`src/csem_pkg.sv`:
```
// shared types and constants for the counting semaphore table
// no dependencies; used by csem_alu and counting_semaphore_table
`default_nettype none

package csem_pkg;

    // default sizes, handed to the top level parameters
    localparam int SEM_SLOTS_DEF = 8;
    localparam int PROCESSES_DEF = 16;

    // fixed field widths
    localparam int FUNC_W = 2;
    localparam int SID_W  = 3;
    localparam int IVAL_W = 15;
    localparam int PID_W  = 4;
    localparam int CNT_W  = 16;

    // operation codes
    localparam logic [FUNC_W-1:0] FUNC_INIT    = 2'd0;
    localparam logic [FUNC_W-1:0] FUNC_WAIT    = 2'd1;
    localparam logic [FUNC_W-1:0] FUNC_POST    = 2'd2;
    localparam logic [FUNC_W-1:0] FUNC_DESTROY = 2'd3;

    // count saturation bound
    localparam logic [CNT_W-1:0] COUNT_MAX = 16'h7fff;

    // request to the shared increment / decrement unit
    typedef struct packed {
        logic [CNT_W-1:0] operand;
        logic             dec;
    } alu_req_t;

endpackage

`default_nettype wire

```
`src/counting_semaphore_table.sv`:
```
// top level of the counting semaphore table: sequencer, slot state, wait queues
// depends on csem_pkg, csem_ram, csem_alu
//
//   request channel (in_valid / in_stall): one beat of func, sem_id, init_value,
//   caller_pid; func selects init, wait, post or destroy
//   result channel (out_valid / out_stall): status, slot_id, caller_blocked,
//   woken_valid, woken_pid, last; one beat per request, except destroy with
//   waiters, one beat per waiter, oldest first; last marks the final beat
//   one request at a time, in_stall high while busy; steps after accept:
//     wait, post without a waiter, empty destroy, error: exec loads the beat
//     post releasing a waiter: exec, then drain loads the beat
//     destroy with n waiters: exec, then drain loads the n beats, one per waiter
//     init: scan from slot 0 loads the beat at the lowest free slot, or the
//     error beat at SEM_SLOTS - 1 when full; one in-use bit scanned per cycle
//   the slot ram read is registered: exec works on the record looked up in idle
//   reset: all slots free, all queues empty, no result pending; no clearing
//   pass, no queue ram word is used before it is written
//   receiver stall: the pending beat holds in the output register; the next
//   request may still be accepted, and the sequencer waits before emitting
//   the beat after it
`default_nettype none

module counting_semaphore_table #(
    parameter int SEM_SLOTS = csem_pkg::SEM_SLOTS_DEF,
    parameter int PROCESSES = csem_pkg::PROCESSES_DEF
) (
    input  wire logic                          clk,
    input  wire logic                          rst_n,
    // request channel
    input  wire logic                          in_valid,
    output logic                               in_stall,
    input  wire logic [csem_pkg::FUNC_W-1:0]   func,
    input  wire logic [csem_pkg::SID_W-1:0]    sem_id,
    input  wire logic [csem_pkg::IVAL_W-1:0]   init_value,
    input  wire logic [csem_pkg::PID_W-1:0]    caller_pid,
    // result channel
    output logic                               out_valid,
    input  wire logic                          out_stall,
    output logic                               status,
    output logic      [csem_pkg::SID_W-1:0]    slot_id,
    output logic                               caller_blocked,
    output logic                               woken_valid,
    output logic      [csem_pkg::PID_W-1:0]    woken_pid,
    output logic                               last
);

    // slot index, queue position, queue fill and queue ram address widths
    localparam int SW = (SEM_SLOTS > 1) ? $clog2(SEM_SLOTS) : 1;
    localparam int PW = $clog2(PROCESSES);
    localparam int CW = $clog2(PROCESSES + 1);
    localparam int QDEPTH = SEM_SLOTS * PROCESSES;
    localparam int AW = (QDEPTH > 1) ? $clog2(QDEPTH) : 1;

    // per-slot record kept in the slot ram
    typedef struct packed {
        logic [csem_pkg::CNT_W-1:0] count;
        logic [PW-1:0]              head;
        logic [PW-1:0]              tail;
        logic [CW-1:0]              fcnt;
    } slot_rec_t;

    localparam int RW = $bits(slot_rec_t);

    typedef enum logic [1:0] {
        ST_IDLE,
        ST_SCAN,
        ST_EXEC,
        ST_DRAIN
    } state_t;

    // ring position advance
    function automatic logic [PW-1:0] next_pos(input logic [PW-1:0] p);
        logic [PW-1:0] r;
        r = (p == PW'(PROCESSES - 1)) ? '0 : p + PW'(1);
        return r;
    endfunction

    // queue ram address of a slot's ring position
    function automatic logic [AW-1:0] q_addr(input logic [SW-1:0] s,
                                             input logic [PW-1:0] p);
        logic [AW-1:0] a;
        a = AW'(s) * AW'(PROCESSES) + AW'(p);
        return a;
    endfunction

    // sequencer and request registers
    state_t                        state_reg,   state_next;
    logic [csem_pkg::FUNC_W-1:0]   func_reg,    func_next;
    logic [csem_pkg::SID_W-1:0]    sid_reg,     sid_next;
    logic                          sid_ok_reg,  sid_ok_next;
    logic [csem_pkg::IVAL_W-1:0]   ival_reg,    ival_next;
    logic [csem_pkg::PID_W-1:0]    pid_reg,     pid_next;
    logic [SW-1:0]                 idx_reg,     idx_next;
    logic [PW-1:0]                 head_reg,    head_next;
    logic [CW-1:0]                 left_reg,    left_next;
    logic [SEM_SLOTS-1:0]          in_use_reg,  in_use_next;

    // result register
    logic                          out_valid_reg,   out_valid_next;
    logic                          status_reg,      status_next;
    logic [csem_pkg::SID_W-1:0]    slot_id_reg,     slot_id_next;
    logic                          blocked_reg,     blocked_next;
    logic                          woken_valid_reg, woken_valid_next;
    logic [csem_pkg::PID_W-1:0]    woken_pid_reg,   woken_pid_next;
    logic                          last_reg,        last_next;

    // ram ports
    logic                          slot_wr_en;
    slot_rec_t                     slot_wr_data;
    slot_rec_t                     slot_rd_data;
    logic [SW-1:0]                 slot_rd_addr;
    logic                          q_wr_en;
    logic [AW-1:0]                 q_wr_addr;
    logic [AW-1:0]                 q_rd_addr;
    logic [csem_pkg::PID_W-1:0]    q_rd_data;

    // shared unit
    csem_pkg::alu_req_t            alu_req;
    logic [csem_pkg::CNT_W-1:0]    alu_sum;

    logic accept;
    logic out_free;
    logic slot_live;

    assign in_stall = (state_reg != ST_IDLE);
    assign accept   = in_valid && !in_stall;
    // a result beat may be loaded when the output register is empty or draining
    assign out_free = !out_valid_reg || !out_stall;
    assign slot_live = sid_ok_reg && in_use_reg[idx_reg];

    // during idle the slot ram looks up the incoming request's slot
    assign slot_rd_addr = (state_reg == ST_IDLE) ? SW'(sem_id) : idx_reg;

    csem_ram #(
        .WIDTH (RW),
        .DEPTH (SEM_SLOTS)
    ) u_slot_ram (
        .clk     (clk),
        .wr_en   (slot_wr_en),
        .wr_addr (idx_reg),
        .wr_data (slot_wr_data),
        .rd_addr (slot_rd_addr),
        .rd_data (slot_rd_data)
    );

    csem_ram #(
        .WIDTH (csem_pkg::PID_W),
        .DEPTH (QDEPTH)
    ) u_queue_ram (
        .clk     (clk),
        .wr_en   (q_wr_en),
        .wr_addr (q_wr_addr),
        .wr_data (pid_reg),
        .rd_addr (q_rd_addr),
        .rd_data (q_rd_data)
    );

    csem_alu u_alu (
        .req (alu_req),
        .sum (alu_sum)
    );

    // shared unit: scan index step during init, count step otherwise
    always_comb
    begin
        if (state_reg == ST_SCAN)
        begin
            alu_req.operand = csem_pkg::CNT_W'(idx_reg);
            alu_req.dec     = 1'b0;
        end
        else
        begin
            alu_req.operand = slot_rd_data.count;
            alu_req.dec     = (func_reg == csem_pkg::FUNC_WAIT);
        end
    end

    // queue read: the head of the record during exec, the drain pointer after
    always_comb
    begin
        if (state_reg == ST_DRAIN)
        begin
            q_rd_addr = q_addr(idx_reg, out_free ? next_pos(head_reg) : head_reg);
        end
        else
        begin
            q_rd_addr = q_addr(idx_reg, slot_rd_data.head);
        end
    end

    assign q_wr_addr = q_addr(idx_reg, slot_rd_data.tail);

    always_comb
    begin
        state_next       = state_reg;
        func_next        = func_reg;
        sid_next         = sid_reg;
        sid_ok_next      = sid_ok_reg;
        ival_next        = ival_reg;
        pid_next         = pid_reg;
        idx_next         = idx_reg;
        head_next        = head_reg;
        left_next        = left_reg;
        in_use_next      = in_use_reg;
        out_valid_next   = out_valid_reg && out_stall;
        status_next      = status_reg;
        slot_id_next     = slot_id_reg;
        blocked_next     = blocked_reg;
        woken_valid_next = woken_valid_reg;
        woken_pid_next   = woken_pid_reg;
        last_next        = last_reg;
        slot_wr_en       = 1'b0;
        slot_wr_data     = slot_rd_data;
        q_wr_en          = 1'b0;

        case (state_reg)
            ST_IDLE:
            begin
                if (accept)
                begin
                    func_next   = func;
                    sid_next    = sem_id;
                    sid_ok_next = ({29'b0, sem_id} < 32'(SEM_SLOTS));
                    ival_next   = init_value;
                    pid_next    = caller_pid;
                    if (func == csem_pkg::FUNC_INIT)
                    begin
                        idx_next   = '0;
                        state_next = ST_SCAN;
                    end
                    else
                    begin
                        idx_next   = SW'(sem_id);
                        state_next = ST_EXEC;
                    end
                end
            end

            ST_SCAN:
            begin
                // one in-use bit per cycle, lowest first
                if (!in_use_reg[idx_reg])
                begin
                    if (out_free)
                    begin
                        slot_wr_en           = 1'b1;
                        slot_wr_data.count   = csem_pkg::CNT_W'(ival_reg);
                        slot_wr_data.head    = '0;
                        slot_wr_data.tail    = '0;
                        slot_wr_data.fcnt    = '0;
                        in_use_next[idx_reg] = 1'b1;
                        out_valid_next       = 1'b1;
                        status_next          = 1'b0;
                        slot_id_next         = csem_pkg::SID_W'(idx_reg);
                        blocked_next         = 1'b0;
                        woken_valid_next     = 1'b0;
                        woken_pid_next       = '0;
                        last_next            = 1'b1;
                        state_next           = ST_IDLE;
                    end
                end
                else if (idx_reg == SW'(SEM_SLOTS - 1))
                begin
                    // table full
                    if (out_free)
                    begin
                        out_valid_next   = 1'b1;
                        status_next      = 1'b1;
                        slot_id_next     = '0;
                        blocked_next     = 1'b0;
                        woken_valid_next = 1'b0;
                        woken_pid_next   = '0;
                        last_next        = 1'b1;
                        state_next       = ST_IDLE;
                    end
                end
                else
                begin
                    idx_next = SW'(alu_sum);
                end
            end

            ST_EXEC:
            begin
                if (out_free)
                begin
                    // default beat: ok, echo the slot, nothing else
                    status_next      = 1'b0;
                    slot_id_next     = sid_reg;
                    blocked_next     = 1'b0;
                    woken_valid_next = 1'b0;
                    woken_pid_next   = '0;
                    last_next        = 1'b1;
                    out_valid_next   = 1'b1;
                    state_next       = ST_IDLE;

                    if (!slot_live)
                    begin
                        status_next = 1'b1;
                    end
                    else
                    begin
                        case (func_reg)
                            csem_pkg::FUNC_WAIT:
                            begin
                                if (alu_sum[csem_pkg::CNT_W-1])
                                begin
                                    if (slot_rd_data.fcnt == CW'(PROCESSES))
                                    begin
                                        // queue full
                                        status_next = 1'b1;
                                    end
                                    else
                                    begin
                                        q_wr_en            = 1'b1;
                                        slot_wr_en         = 1'b1;
                                        slot_wr_data.count = alu_sum;
                                        slot_wr_data.tail  = next_pos(slot_rd_data.tail);
                                        slot_wr_data.fcnt  = slot_rd_data.fcnt + CW'(1);
                                        blocked_next       = 1'b1;
                                    end
                                end
                                else
                                begin
                                    slot_wr_en         = 1'b1;
                                    slot_wr_data.count = alu_sum;
                                end
                            end

                            csem_pkg::FUNC_POST:
                            begin
                                slot_wr_en = 1'b1;
                                if (slot_rd_data.count != csem_pkg::COUNT_MAX)
                                begin
                                    slot_wr_data.count = alu_sum;
                                end
                                if (slot_rd_data.count[csem_pkg::CNT_W-1] &&
                                    (slot_rd_data.fcnt != '0))
                                begin
                                    // release the oldest waiter in drain
                                    slot_wr_data.head = next_pos(slot_rd_data.head);
                                    slot_wr_data.fcnt = slot_rd_data.fcnt - CW'(1);
                                    head_next         = slot_rd_data.head;
                                    left_next         = CW'(1);
                                    out_valid_next    = out_valid_reg && out_stall;
                                    state_next        = ST_DRAIN;
                                end
                            end

                            csem_pkg::FUNC_DESTROY:
                            begin
                                if (slot_rd_data.fcnt == '0)
                                begin
                                    in_use_next[idx_reg] = 1'b0;
                                end
                                else
                                begin
                                    head_next      = slot_rd_data.head;
                                    left_next      = slot_rd_data.fcnt;
                                    out_valid_next = out_valid_reg && out_stall;
                                    state_next     = ST_DRAIN;
                                end
                            end

                            default:
                            begin
                                status_next = 1'b1;
                            end
                        endcase
                    end
                end
            end

            ST_DRAIN:
            begin
                // one released waiter per beat
                if (out_free)
                begin
                    out_valid_next   = 1'b1;
                    status_next      = 1'b0;
                    slot_id_next     = sid_reg;
                    blocked_next     = 1'b0;
                    woken_valid_next = 1'b1;
                    woken_pid_next   = q_rd_data;
                    last_next        = (left_reg == CW'(1));
                    head_next        = next_pos(head_reg);
                    left_next        = left_reg - CW'(1);
                    if (left_reg == CW'(1))
                    begin
                        if (func_reg == csem_pkg::FUNC_DESTROY)
                        begin
                            in_use_next[idx_reg] = 1'b0;
                        end
                        state_next = ST_IDLE;
                    end
                end
            end

            default:
            begin
                state_next = ST_IDLE;
            end
        endcase
    end

    always_ff @(posedge clk or negedge rst_n)
    begin
        if (!rst_n)
        begin
            state_reg       <= ST_IDLE;
            func_reg        <= csem_pkg::FUNC_INIT;
            sid_reg         <= '0;
            sid_ok_reg      <= 1'b0;
            ival_reg        <= '0;
            pid_reg         <= '0;
            idx_reg         <= '0;
            head_reg        <= '0;
            left_reg        <= '0;
            in_use_reg      <= '0;
            out_valid_reg   <= 1'b0;
            status_reg      <= 1'b0;
            slot_id_reg     <= '0;
            blocked_reg     <= 1'b0;
            woken_valid_reg <= 1'b0;
            woken_pid_reg   <= '0;
            last_reg        <= 1'b0;
        end
        else
        begin
            state_reg       <= state_next;
            func_reg        <= func_next;
            sid_reg         <= sid_next;
            sid_ok_reg      <= sid_ok_next;
            ival_reg        <= ival_next;
            pid_reg         <= pid_next;
            idx_reg         <= idx_next;
            head_reg        <= head_next;
            left_reg        <= left_next;
            in_use_reg      <= in_use_next;
            out_valid_reg   <= out_valid_next;
            status_reg      <= status_next;
            slot_id_reg     <= slot_id_next;
            blocked_reg     <= blocked_next;
            woken_valid_reg <= woken_valid_next;
            woken_pid_reg   <= woken_pid_next;
            last_reg        <= last_next;
        end
    end

    assign out_valid      = out_valid_reg;
    assign status         = status_reg;
    assign slot_id        = slot_id_reg;
    assign caller_blocked = blocked_reg;
    assign woken_valid    = woken_valid_reg;
    assign woken_pid      = woken_pid_reg;
    assign last           = last_reg;

    // a drain never runs with nothing left to release
    ap_drain_left: assert property (@(posedge clk) disable iff (!rst_n)
        (state_reg == ST_DRAIN) |-> (left_reg != '0))
        else $error("drain entered with empty waiter count");

    // once the sequencer is back in idle, the pending beat closes its request
    ap_idle_last: assert property (@(posedge clk) disable iff (!rst_n)
        (out_valid_reg && (state_reg == ST_IDLE)) |-> last_reg)
        else $error("request finished without a last beat");

    // an error beat is single and carries no queue activity
    ap_err_clean: assert property (@(posedge clk) disable iff (!rst_n)
        (out_valid_reg && status_reg) |-> (!woken_valid_reg && !blocked_reg && last_reg))
        else $error("error beat with queue activity");

    // slot ownership only changes when a request completes
    ap_idle_in_use: assert property (@(posedge clk) disable iff (!rst_n)
        (state_reg == ST_IDLE) |=> $stable(in_use_reg))
        else $error("in-use bits changed while idle");

endmodule

`default_nettype wire

```
`src/csem_ram.sv`:
```
// generic single write port, single read port ram with registered read
// no dependencies
`default_nettype none

module csem_ram #(
    parameter int WIDTH  = 8,
    parameter int DEPTH  = 16,
    parameter int ADDR_W = (DEPTH > 1) ? $clog2(DEPTH) : 1
) (
    input  wire logic              clk,
    input  wire logic              wr_en,
    input  wire logic [ADDR_W-1:0] wr_addr,
    input  wire logic [WIDTH-1:0]  wr_data,
    input  wire logic [ADDR_W-1:0] rd_addr,
    output logic      [WIDTH-1:0]  rd_data
);

    logic [WIDTH-1:0] mem [DEPTH];
    logic [WIDTH-1:0] rd_data_reg;

    always_ff @(posedge clk)
    begin
        if (wr_en)
        begin
            mem[wr_addr] <= wr_data;
        end
        rd_data_reg <= mem[rd_addr];
    end

    assign rd_data = rd_data_reg;

endmodule

`default_nettype wire

```
`src/csem_alu.sv`:
```
// shared increment / decrement unit for counts and scan indexes
// depends on csem_pkg
`default_nettype none

module csem_alu (
    input  wire csem_pkg::alu_req_t               req,
    output logic      [csem_pkg::CNT_W-1:0]       sum
);

    // one adder: add all-ones to decrement, one to increment
    assign sum = req.operand + (req.dec ? {csem_pkg::CNT_W{1'b1}}
                                        : csem_pkg::CNT_W'(1));

endmodule

`default_nettype wire
```
`config.mk`:
```
export PLATFORM = sky130hd
export DESIGN_NAME = counting_semaphore_table
export DESIGN_NICKNAME = d
export VERILOG_FILES = /design/src/csem_pkg.sv /design/src/counting_semaphore_table.sv /design/src/csem_ram.sv /design/src/csem_alu.sv
export SDC_FILE = /design/constraint.sdc
export NUM_CORES = 1
export LEC_CHECK = 0
export ABC_AREA = 1
export BUFFER_PORTS_ARGS = -buffer_cell sky130_fd_sc_hd__buf_2
export CORE_MARGIN = 2
export CORE_UTILIZATION = 40
export DETAILED_ROUTE_END_ITERATION = 8
export SLEW_MARGIN = 25
export SYNTH_ARGS = -nofsm -noshare
export SYNTH_HDL_FRONTEND = slang
export SYNTH_SLANG_ARGS = --single-unit
```
`constraint.sdc`:
```
create_clock -name clk -period 5.1 [get_ports clk]
set_input_delay 0.255 -clock clk [delete_from_list [all_inputs] [get_ports clk]]
set_output_delay 0.255 -clock clk [all_outputs]
set_load 0.01 [all_outputs]
```
* Word-level counts from Yosys, hierarchy flattened *
Memory sizes are Yosys's and may differ from the RTL's. A register that Yosys moved wholly into a read port is not among the register bits.
Index checks and enable logic that the tools add are counted.

word-level totals
  logic and storage cells = 227
  register bits after elaboration = 59
  memory bits (writable) = 744
  output and inout port bits = 13
  memories = 2
  bits of input ports = 28

memories
  memory           depth  width  read ports  clocked after memory_dff  write ports  line            text
  u_queue_ram.mem  128    4      1           1                         1            csem_ram.sv:18  logic [WIDTH-1:0] mem [DEPTH];
  u_slot_ram.mem   8      29     1           1                         1            csem_ram.sv:18

operators by class
  add/subtract/negate cells = 10
  bitwise gates (word level) = 3
  equal/unequal tests = 33
  muxes and demuxes = 130
  reductions and logical operators = 30
  $lt $le $gt $ge = 2

operators by type and width
  operator              count
  $mux 29               4
  $mux 8                9
  $mux 16               4
  $mux 4                15
  $pmux 29 s2           1
  $mux 1                43
  $pmux 16 s2           1
  $mux 3                10
  $mux 5                6
  $pmux 5 s2            3
  $pmux 8 s3            1
  $mux 2                11
  $add 7x4->7           3
  $mux 9                2
  $ne 2x2->1 const B    9
  $mux 17               1
  $add 16x16->16        1
  $ne 16x15->1 const B  1
  $pmux 4 s2            2
  $pmux 1 s3            5
  $add 4x1->4 const B   3
  $eq 4x4->1 const B    3
  $ne 3x3->1 const B    4
  $pmux 3 s2            2
  other kinds (37)      64

* Longest topological paths before layout *
Gate-level depths: netlist (run 1).

  word-level depth = 11
  mapped depth = 23
  gate-level depth less buffers = 21

* Modules after synthesis *
Synthesis (run 1) repeated with hierarchy kept, for this count alone.

second synthesis, totals
  cell total of the unflattened synthesis = 3949
  area, all modules = 38386.8 sq um

modules (own cells, without submodules)
  module                    instances  seq. area each (sq um)  area an instance (sq um)  cells an instance
  csem_ram at u_queue_ram   1          15454.8                 21453.1                   1880
  csem_ram at u_slot_ram    1          7547.2                  10752.8                   1050
  counting_semaphore_table  1          1476.4                  5256.3                    842
  csem_alu                  1          0.0                     924.6                     177

* Least setup slack after synthesis (run 1) *
OpenSTA, ideal clock, no wires.

  path kind = reg-to-reg
  start point = reg func_reg[1] (netlist bit)
  end point = mem u_slot_ram.mem[0][0] (netlist bit) (enable)
  required time = 4685 ps
  slack = 657 ps
  setup time = 415 ps
  buffers on the path = 0
  cell stages (with the launch flop) = 17
  data arrival time = 4028 ps
  clock period less this slack = 4443 ps
  path through = dfrtp_1 > inv_1 > ha_1 > inv_2 > nor2_1 > ha_1 > a21oi_1 > nand2_1 > a21oi_4 > nand3_2 > nand3_1 > nand2_1 > nand2_1 > nand2_1 > o21ai_0 > nand2_1 > nor2_1

on the way
  word-level cells in the longest chain between the ends = 11
  elaborated cells between the ends (all ways) = 12
  classes of those cells = add/sub: 1; eq/ne: 2; mux: 9

RTL lines
  what                              line                                                              text
  start: declaration                counting_semaphore_table.sv:88                                    logic [csem_pkg::FUNC_W-1:0] func_reg, func_next;
  start signal: assignment          counting_semaphore_table.sv:411                                   func_reg <= csem_pkg::FUNC_INIT;
  start signal: assignment          counting_semaphore_table.sv:431                                   func_reg <= func_next;
  $eq 2x1->1                        counting_semaphore_table.sv:174, counting_semaphore_table.sv:303
  $mux 17                           counting_semaphore_table.sv:166                                   if (state_reg == ST_SCAN)
  $mux 16                           csem_alu.sv:11                                                    assign sum = req.operand + (req.dec ? {csem_pkg::CNT_W{1'b1}}
  $add 16x16->16                    csem_alu.sv:11
  $mux 1                            counting_semaphore_table.sv:306                                   if (alu_sum[csem_pkg::CNT_W-1])
  $pmux 1 s2 (*)                    counting_semaphore_table.sv:303                                   case (func_reg)
  $mux 1 (*)                        counting_semaphore_table.sv:297                                   if (!slot_live)
  $mux 1 (*)                        counting_semaphore_table.sv:285                                   if (out_free)
  $pmux 1 s2 (*)                    counting_semaphore_table.sv:216                                   case (state_reg)
  $mux 1 (*)                        csem_ram.sv:23                                                    if (wr_en)
  $mux 1 (implied by the code) (*)  csem_ram.sv:25                                                    mem[wr_addr] <= wr_data;
  end: declaration                  csem_ram.sv:18

Mark *: on every way between the ends. The rest lies on a longest branch, timed or not.

* Worst setup path after layout (run 1) *
  start point = reg state_reg[1]
  end point = mem u_queue_ram.mem[28][0] (netlist bit) (enable)

on the way
  word-level cells in the longest chain between the ends = 11
  elaborated cells between the ends (all ways) = 12
  classes of those cells = add/sub: 1; eq/ne: 2; mux: 9

RTL lines
  what                              line                             text
  start: declaration                counting_semaphore_table.sv:87   state_t state_reg, state_next;
  start signal: assignment          counting_semaphore_table.sv:430  state_reg <= state_next;
  $eq 2x1->1                        counting_semaphore_table.sv:166
  $mux 17                           counting_semaphore_table.sv:166
  $mux 16                           csem_alu.sv:11
  $add 16x16->16                    csem_alu.sv:11
  $mux 1                            counting_semaphore_table.sv:306
  $mux 1                            counting_semaphore_table.sv:303
  $mux 1                            counting_semaphore_table.sv:297
  $mux 1                            counting_semaphore_table.sv:285
  $mux 1 (*)                        counting_semaphore_table.sv:216
  $mux 1 (*)                        csem_ram.sv:23
  $mux 1 (implied by the code) (*)  csem_ram.sv:25
  end: declaration                  csem_ram.sv:18

Marked as above.

==> flow_metrics.tcl, run 1 <==
set metrics [dict create \
    outcome "finished, final reports clean" \
    synth_fp_nets 3746 \
    cts_root_buf "clkbuf_16" \
    rsz0062_at_grt "false" \
    vdd_drop_max_uv 464 \
    finalWorstSetupSlack_ps 577 \
    dr_total_vias 26500 \
    finalHoldViolCount 0 \
    syn_area_sq_um 38100 \
    drt-initial-drc-count 2472 \
    clock_skew_ps 46.6 \
    largest_reg_flops 512 \
    core_sq_um 94700 \
    clockBufferDepth 3 \
    critPathKind "register to register" \
    fin_crit_sh 0.887 \
    hold_class "primary input to register" \
    timing.fmax_ghz 0.221 \
    num-nets-final 3754 \
    r2r-start "state_reg[1]" \
    dieArea_sq_um 97900 \
    p_sw_frac 0.429 \
    final_cells 5034 \
    fin_hold_ws_ps 154 \
    layout-drive-gt1-share 0.0812 \
    ant_nets 0 \
    setup_viol 0 \
    first_pass_iters 5 \
    syn_inst 3689 \
    synth_top_cell_by_area "edfxtp_1" \
    die_h_microns 313 \
    ys_seq_area_frac 0.642 \
    synth_area_leaders "edfxtp_1 (59%), nand3_1 (6.9%), nand2_1 (6.2%), nor2_1 (4.3%), nand3b_1 (4.1%)" \
    worstPathMaxFanout 16 \
    synth.distinct_cells 49 \
    synth.avg_cell_area_sq_um 10.3 \
    tightestPinTransition_ps 1100 \
    cts_setup_buffers 0 \
    crit_arrival_ps 4840 \
    yosysTopAreaCellShare 0.586 \
    grt_pass1_wl_microns 151000 \
    insertion_delay_ps 670 \
    ff2ff_setup_slack_ps 580 \
    area_growth_syn_to_layout_pct 12.6 \
    path_common_cell "nand2_1" \
    overflow 0 \
    cp.required_ps 5410 \
    p_leak_nw 16.3 \
    cts_tree "done" \
    numCtsBuffers 86 \
    crit_path_start_kind "register" \
    slew_headroom 0.267 \
    die_x_microns 313 \
    synth-seq-cells 836 \
    dpl.hpwl_microns 57300 \
    report.final.slew_viol_count 0 \
    p_int_w 0.0162 \
    placed_cells 4848 \
    multi_input_area_sq_um 11600 \
    htree_levels 3 \
    crit_chain "inv_1 > ha_1 > nor2_2 > ha_1 > a21oi_1 > nand2_1 > nand2_1 > nand2_1 > nand3_2 > nand2_1 > nand2_2 > nand2_4 > nor2_4 > nand2_4 > nor2_8 > nand2_4 > nor2_8 > nand3_4 > nor2_1" \
    grt_max_degree 145 \
    routedWlPerCell_microns 19.3 \
    power_frac_clock 0.220 \
    track_usage 0.198 \
    portBuffers 40 \
    place.gp.congestion 0.886 \
    worstHoldStart "out_stall" \
    end_kind "register" \
    clk_pin_slew_ps 60 \
    regArea_sq_um 24500 \
    tns_ps 0 \
    fillers 8872 \
    vias_per_cell 5.27 \
    seq_power_share 0.349 \
    clock_sinks 836 \
    dp_slack_ps 574 \
    antenna_found_initial 0 \
    drc 0 \
    holdPathEnd "out_valid" \
    num_rows 113 \
    holdPathStages 6 \
    n_antenna_cell 0 \
    maxCapViolations 0 \
    p_per_area_nw_per_um2 661 \
    start_util 0.403 \
    crit_path_top_delay_cell "ha_1" \
    ios 41 \
    finalPower_w 0.0284 \
    cpPeakStageDelay_ps 680 \
    timing.final.crit_period_ps 4520 \
    yosys_warnings 0 \
    pwr-share-comb 0.431 \
    finalWirelength_microns 97300 \
    grt_pass1_vias 25800 \
    p_switching_w 0.0122 \
    r2r_cells 19 \
    critical_path.reg2reg.endpoint "u_queue_ram.mem[28][0]" \
]
[metal layers]
layer | up-vias | routed length, microns | track usage
li1 | 12700 | - | -
met1 | 13000 | 41500 | 0.259
met2 | 741 | 48200 | 0.345
met3 | 147 | 5260 | 0.0257
met4 | 0 | 2290 | 0.0572
met5 | - | 0 | 0
[cell families after synthesis]
group	after synthesis	share of synthesized area
adders and majority gates	29	0.00971
buffers and inverters	572	0.0587
muxes	22	0.00643
AOI/OAI and AO/OA	356	0.0510
DFF	836	0.642
xor gates and xnor gates	17	0.00390
and+or+nand+nor	1857	0.229
[power groups by stage]
stage	clock network (W)	logic [W]	registers, W
2_1_floorplan	0	0.00800	0.00994
3_3_place_gp	0	0.0122	0.0100
3_5_place_dp	0	0.0122	0.0100
4_1_cts	0.00632	0.0123	0.00991
5_1_grt	0.00660	0.0136	0.00996
6_report	0.00624	0.0122	0.00990
[placed cells by master (no fill, tap or decap), types with 6 or more instances in the layout]
cell | netlist | routed
buf_12 | 0 | 14
clkbuf_8 | 0 | 7
nor2_4 | 3 | 11
nand4_1 | 10 | 10
a31oi_1 | 34 | 34
nand3_4 | 8 | 9
o31ai_1 | 7 | 7
dfxtp_1 | 33 | 33
xor2_1 | 12 | 12
clkbuf_1 | 176 | 22
nor2_1 | 435 | 427
nand2_4 | 3 | 6
ha_1 | 28 | 28
o22ai_1 | 37 | 36
edfxtp_1 | 744 | 744
nor3_1 | 6 | 6
dlygate4sd3_1 | 0 | 26
buf_2 | 12 | 40
dfrtp_1 | 59 | 55
a21oi_1 | 52 | 52
nand3b_1 | 210 | 210
o21ai_0 | 205 | 202
clkbuf_16 | 0 | 87
nand2_1 | 635 | 632
buf_4 | 1 | 48
inv_1 | 356 | 354
clkinv_2 | 0 | 15
nand3_1 | 526 | 525
clkinv_1 | 3 | 17
mux2_2 | 20 | 20
bufinv_16 | 0 | 6
[stage by stage]
step           area, sq um  utilization
3_3_place_gp         39900        0.421
4_1_cts              42900        0.453
6_report             42900        0.453
3_5_place_dp         39900        0.421
2_1_floorplan        38100            -
5_1_grt              42900        0.453
[area by class of cell]
cell class / count / share of cell area
flip-flops and latches: 836 / 0.570
well taps: 1265 / 0.0369
clock buffers: 116 / 0.0549
inverters: 364 / 0.0321
clock inverters: 44 / 0.0106
multi-input cells: 2281 / 0.270
repair buffers: 128 / 0.0256
[worst max-delay path by stage]
stage,cells past startpoint,slack [ps],startpoint,end
final,19,580,state_reg[1],u_queue_ram.mem[28][0]
after global routing,17,260,state_reg[1],u_queue_ram.mem[28][3]
after CTS,19,580,state_reg[1],u_queue_ram.mem[52][1]
after detailed placement,19,570,state_reg[1],u_queue_ram.mem[30][3]
after global placement,19,650,state_reg[1],u_queue_ram.mem[60][2]
after floorplan,16,660,func_reg[1],u_slot_ram.mem[0][0]
[synthesized netlist by cell type, drive strengths merged]
cell / count
clkinv: 3
dfrtp: 59
o2111ai: 1
a21oi: 53
a31oi: 34
fa: 1
nor2: 445
o22ai: 37
mux2i: 2
o21bai: 3
mux2: 20
nand3b: 210
a22oi: 1
nand2: 642
clkbuf: 176
o211ai: 4
nand3: 538
nor3: 7
ha: 28
o31ai: 7
inv: 361
a21o: 2
xor2: 12
a21boi: 1
a211oi: 5
a221oi: 1
nand4: 10
edfxtp: 744
buf: 32
or2: 1
nor4: 4
o21ai: 207
xnor2: 5
dfxtp: 33
[critical path: cells and delay by family (launching register included)]
family	cells	cell delay, ps
adders and majority gates	2	1060
and+or+nand+nor	15	2380
buffers and inverters	1	140
DFF	1	420
AOI/OAI and AO/OA	1	170
[timing repair]
action,in CTS,in global routing
hold buffers,26,0
resized for setup,0,0
endpoints found under the hold margin,85,0
endpoints found under the setup margin,0,0
(Power assumes the default switching activity.)
==> inputs of run 2 (changes only) <==
--- a/config.mk
+++ b/config.mk
@@ -9,8 +9,10 @@
 export BUFFER_PORTS_ARGS = -buffer_cell sky130_fd_sc_hd__buf_2
 export CORE_MARGIN = 2
 export CORE_UTILIZATION = 40
+export CTS_CLUSTER_SIZE = 40
 export DETAILED_ROUTE_END_ITERATION = 8
 export SLEW_MARGIN = 25
 export SYNTH_ARGS = -nofsm -noshare
 export SYNTH_HDL_FRONTEND = slang
+export SYNTH_HIERARCHICAL = 1
 export SYNTH_SLANG_ARGS = --single-unit
==> run 2 against run 1 <==
Cell count increased by 5.2%. Wire length increased by 1.7%. Combinational power rose by 4%. Clock skew down 21 ps. Register-to-register slack got worse by 260 ps. Worst hold slack improved by 2.5 ps. Clock power decreased by 3%. Cell area decreased by 0.26%. Sequential power down 1%. Total power is 0.56% higher. Clock-buffer cell count decreased by 3.
==> flow_metrics.tcl, run 2 <==
set metrics [dict create \
    outcome "finished, final reports clean" \
    vdd_drop_max_uv 647 \
    synth_fp_nets 4006 \
    seq_power_share 0.343 \
    worstHoldStart "in_valid" \
    r2r-start "state_reg[1]" \
    tightestPinTransition_ps 977 \
    place.gp.congestion 0.882 \
    numCtsBuffers 86 \
    clockBufferDepth 3 \
    clk_pin_slew_ps 60 \
    regArea_sq_um 24500 \
    ios 41 \
    cp.required_ps 5380 \
    insertion_delay_ps 650 \
    path_buf_inv 3 \
    htree_levels 3 \
    hold_class "primary input to register" \
    synth_area_leaders "edfxtp_1 (58%), nand2_1 (13%), nand3_1 (8.3%), inv_1 (3.9%), dfrtp_1 (3.8%)" \
    finalCoreUtilization 0.451 \
    crit_start "state_reg[1]" \
    yosysMostFrequentCell "nand2_1" \
    timing.final.crit_period_ps 4790 \
    grt_max_degree 258 \
    portBuffers 40 \
    area_growth_syn_to_layout_pct 11.6 \
    worstPathMaxFanout 16 \
    cts_setup_buffers 0 \
    syn_area_sq_um 38400 \
    cpPeakStageDelay_ps 530 \
    synth-seq-cells 836 \
    fillers 9057 \
    synth_edf_count 744 \
    clock_skew_ps 25.9 \
    start_util 0.404 \
    synth.avg_cell_area_sq_um 9.72 \
    crit_arrival_ps 5060 \
    num_rows 113 \
    multi_input_area_sq_um 11400 \
    drt-initial-drc-count 2461 \
    report.final.slew_viol_count 0 \
    die_x_microns 314 \
    antenna_found_initial 0 \
    crit_path_start_kind "register" \
    track_usage 0.200 \
    setup_viol 0 \
    synth.distinct_cells 51 \
    pwr-share-comb 0.444 \
    final_cell_mix "nand2_1 (1,287), edfxtp_1 (744), nand3_1 (634)" \
    drc 0 \
    grt_pass1_vias 26300 \
    clock_sinks 836 \
    critPathKind "register to register" \
    dr_total_vias 27100 \
    grt_pass1_wl_microns 152000 \
    ys_top_cells_by_count "nand2_1 (1,287), edfxtp_1 (744), nand3_1 (634), inv_1 (398), nor2_1 (234)" \
    path_common_cell "nand2_1" \
    layout-drive-gt1-share 0.0789 \
    slew_headroom 0.342 \
    end_kind "register" \
    p_leak_nw 17.1 \
    vias_per_cell 5.12 \
    finalWirelength_microns 99000 \
    p_int_w 0.0160 \
    ys_seq_area_frac 0.638 \
    timing.fmax_ghz 0.209 \
    overflow 0 \
    ant_nets 0 \
    tns_ps 0 \
    rsz0062_at_grt "true" \
    synth_top_cell_by_area "edfxtp_1" \
    critical_path.top_delay_family "simple AND/OR/NAND/NOR gates" \
    cts_root_buf "clkbuf_16" \
    dieArea_sq_um 98500 \
    power_frac_clock 0.212 \
    synthArstFlopShare 0.0706 \
    p_sw_frac 0.438 \
    syn_inst 3949 \
    core_sq_um 95000 \
    fin_crit_sh 0.939 \
    crit_chain "inv_1 > ha_1 > nor2_1 > buf_4 > ha_1 > nand2_2 > inv_2 > nand2_1 > nand2_1 > a21oi_1 > nand3_1 > nand2_1 > nand2_1 > nor2_1 > nand3_1 > nor2_2 > nand3_1 > nor4_2" \
    num-nets-final 4023 \
    yosysTopAreaCellShare 0.582 \
    n_antenna_cell 0 \
    maxCapViolations 0 \
    die_h_microns 314 \
    final_common_cell "nand2_1" \
    dpl.hpwl_microns 59700 \
    yosys_warnings 6 \
    crit_path_top_delay_cell "nor4_2" \
    cts_tree "done" \
    p_switching_w 0.0125 \
    first_pass_iters 6 \
    synthFlopType "edfxtp_1" \
    finalHoldViolCount 0 \
    routedWlPerCell_microns 18.7 \
    largest_reg_flops 512 \
    p_per_area_nw_per_um2 666 \
]
## run 2: per-stage QoR
step | cell area, sq um | hold slack [ps] | cells | setup WS, ps | total power (W)
6_report | 42800 | 156 | 5297 | 312 | 0.0285
5_1_grt | 42800 | 152 | 5297 | -96.0 | 0.0304
4_1_cts | 42800 | 130 | 5296 | -33.1 | 0.0287
3_3_place_gp | 39800 | 463 | 5116 | 93.6 | 0.0225
2_1_floorplan | 38400 | -40.6 | 3949 | -66.1 | 0.0186
3_5_place_dp | 39800 | 471 | 5117 | -143 | 0.0225
## run 2: layer usage
layer | up-vias | global-route usage | routed length (microns)
met2 | 864 | 0.345 | 48400
met3 | 187 | 0.0264 | 5720
met4 | 0 | 0.0723 | 3390
met5 | - | 0 | 0
li1 | 13100 | - | -
met1 | 12900 | 0.257 | 41400
## run 2: worst reg2reg max path, delay by kind of cell (launching register included)
family	cells	cell delay, ps
adders and majority gates	2	760
buffers and inverters	3	400
DFF	1	410
and+or+nand+nor	12	2650
AOI/OAI and AO/OA	1	200
## run 2: cell families after synthesis
kind of cell             Yosys count  synth area share
buffers and inverters            613            0.0709
multiplexers                       4           0.00117
XOR/XNOR                          12           0.00274
adder cells (fa/ha/maj)           29           0.00965
flip-flops                       836             0.638
AND/OR/NAND/NOR                 2232             0.247
AO/OA/AOI/OAI                    223            0.0313
## run 2: timing repair
action                                 CTS  global route
gates resized for setup                  1             5
pin swaps                                0             0
endpoints found under the hold margin   83             0
hold buffers                            25             0
setup endpoints to repair               16           313
## run 2: power by group through the flow
| stage | Sequential, W | Clock, W | Combinational [W] |
|---|---|---|---|
| 4_1_cts | 0.00980 | 0.00619 | 0.0127 |
| 2_1_floorplan | 0.00987 | 0 | 0.00873 |
| 3_5_place_dp | 0.00994 | 0 | 0.0126 |
| 5_1_grt | 0.00987 | 0.00644 | 0.0141 |
| 6_report | 0.00980 | 0.00606 | 0.0127 |
| 3_3_place_gp | 0.00994 | 0 | 0.0125 |
## run 2: layout make-up
cell class / count / share of cell area
Clock buffer: 113 / 0.0548
Clock inverter: 41 / 0.00824
Inverter: 417 / 0.0368
Multi-Input combinational cell: 2500 / 0.265
Sequential cell: 836 / 0.572
Tap cell: 1265 / 0.0369
Timing Repair Buffer: 125 / 0.0261
## run 2: path summary, 6_finish.rpt
path                                     endpoint  cells after the start  slack (ps)
max                        u_queue_ram/mem[81][0]                     18         310
min                                  state_reg[0]                      4         160
max reg2reg                u_queue_ram/mem[81][0]                     18         310
min reg2reg                            slot_id[1]                      2         480
max in group asynchronous              pid_reg[0]                      3        4090
min in group asynchronous            ival_reg[13]                      3         300
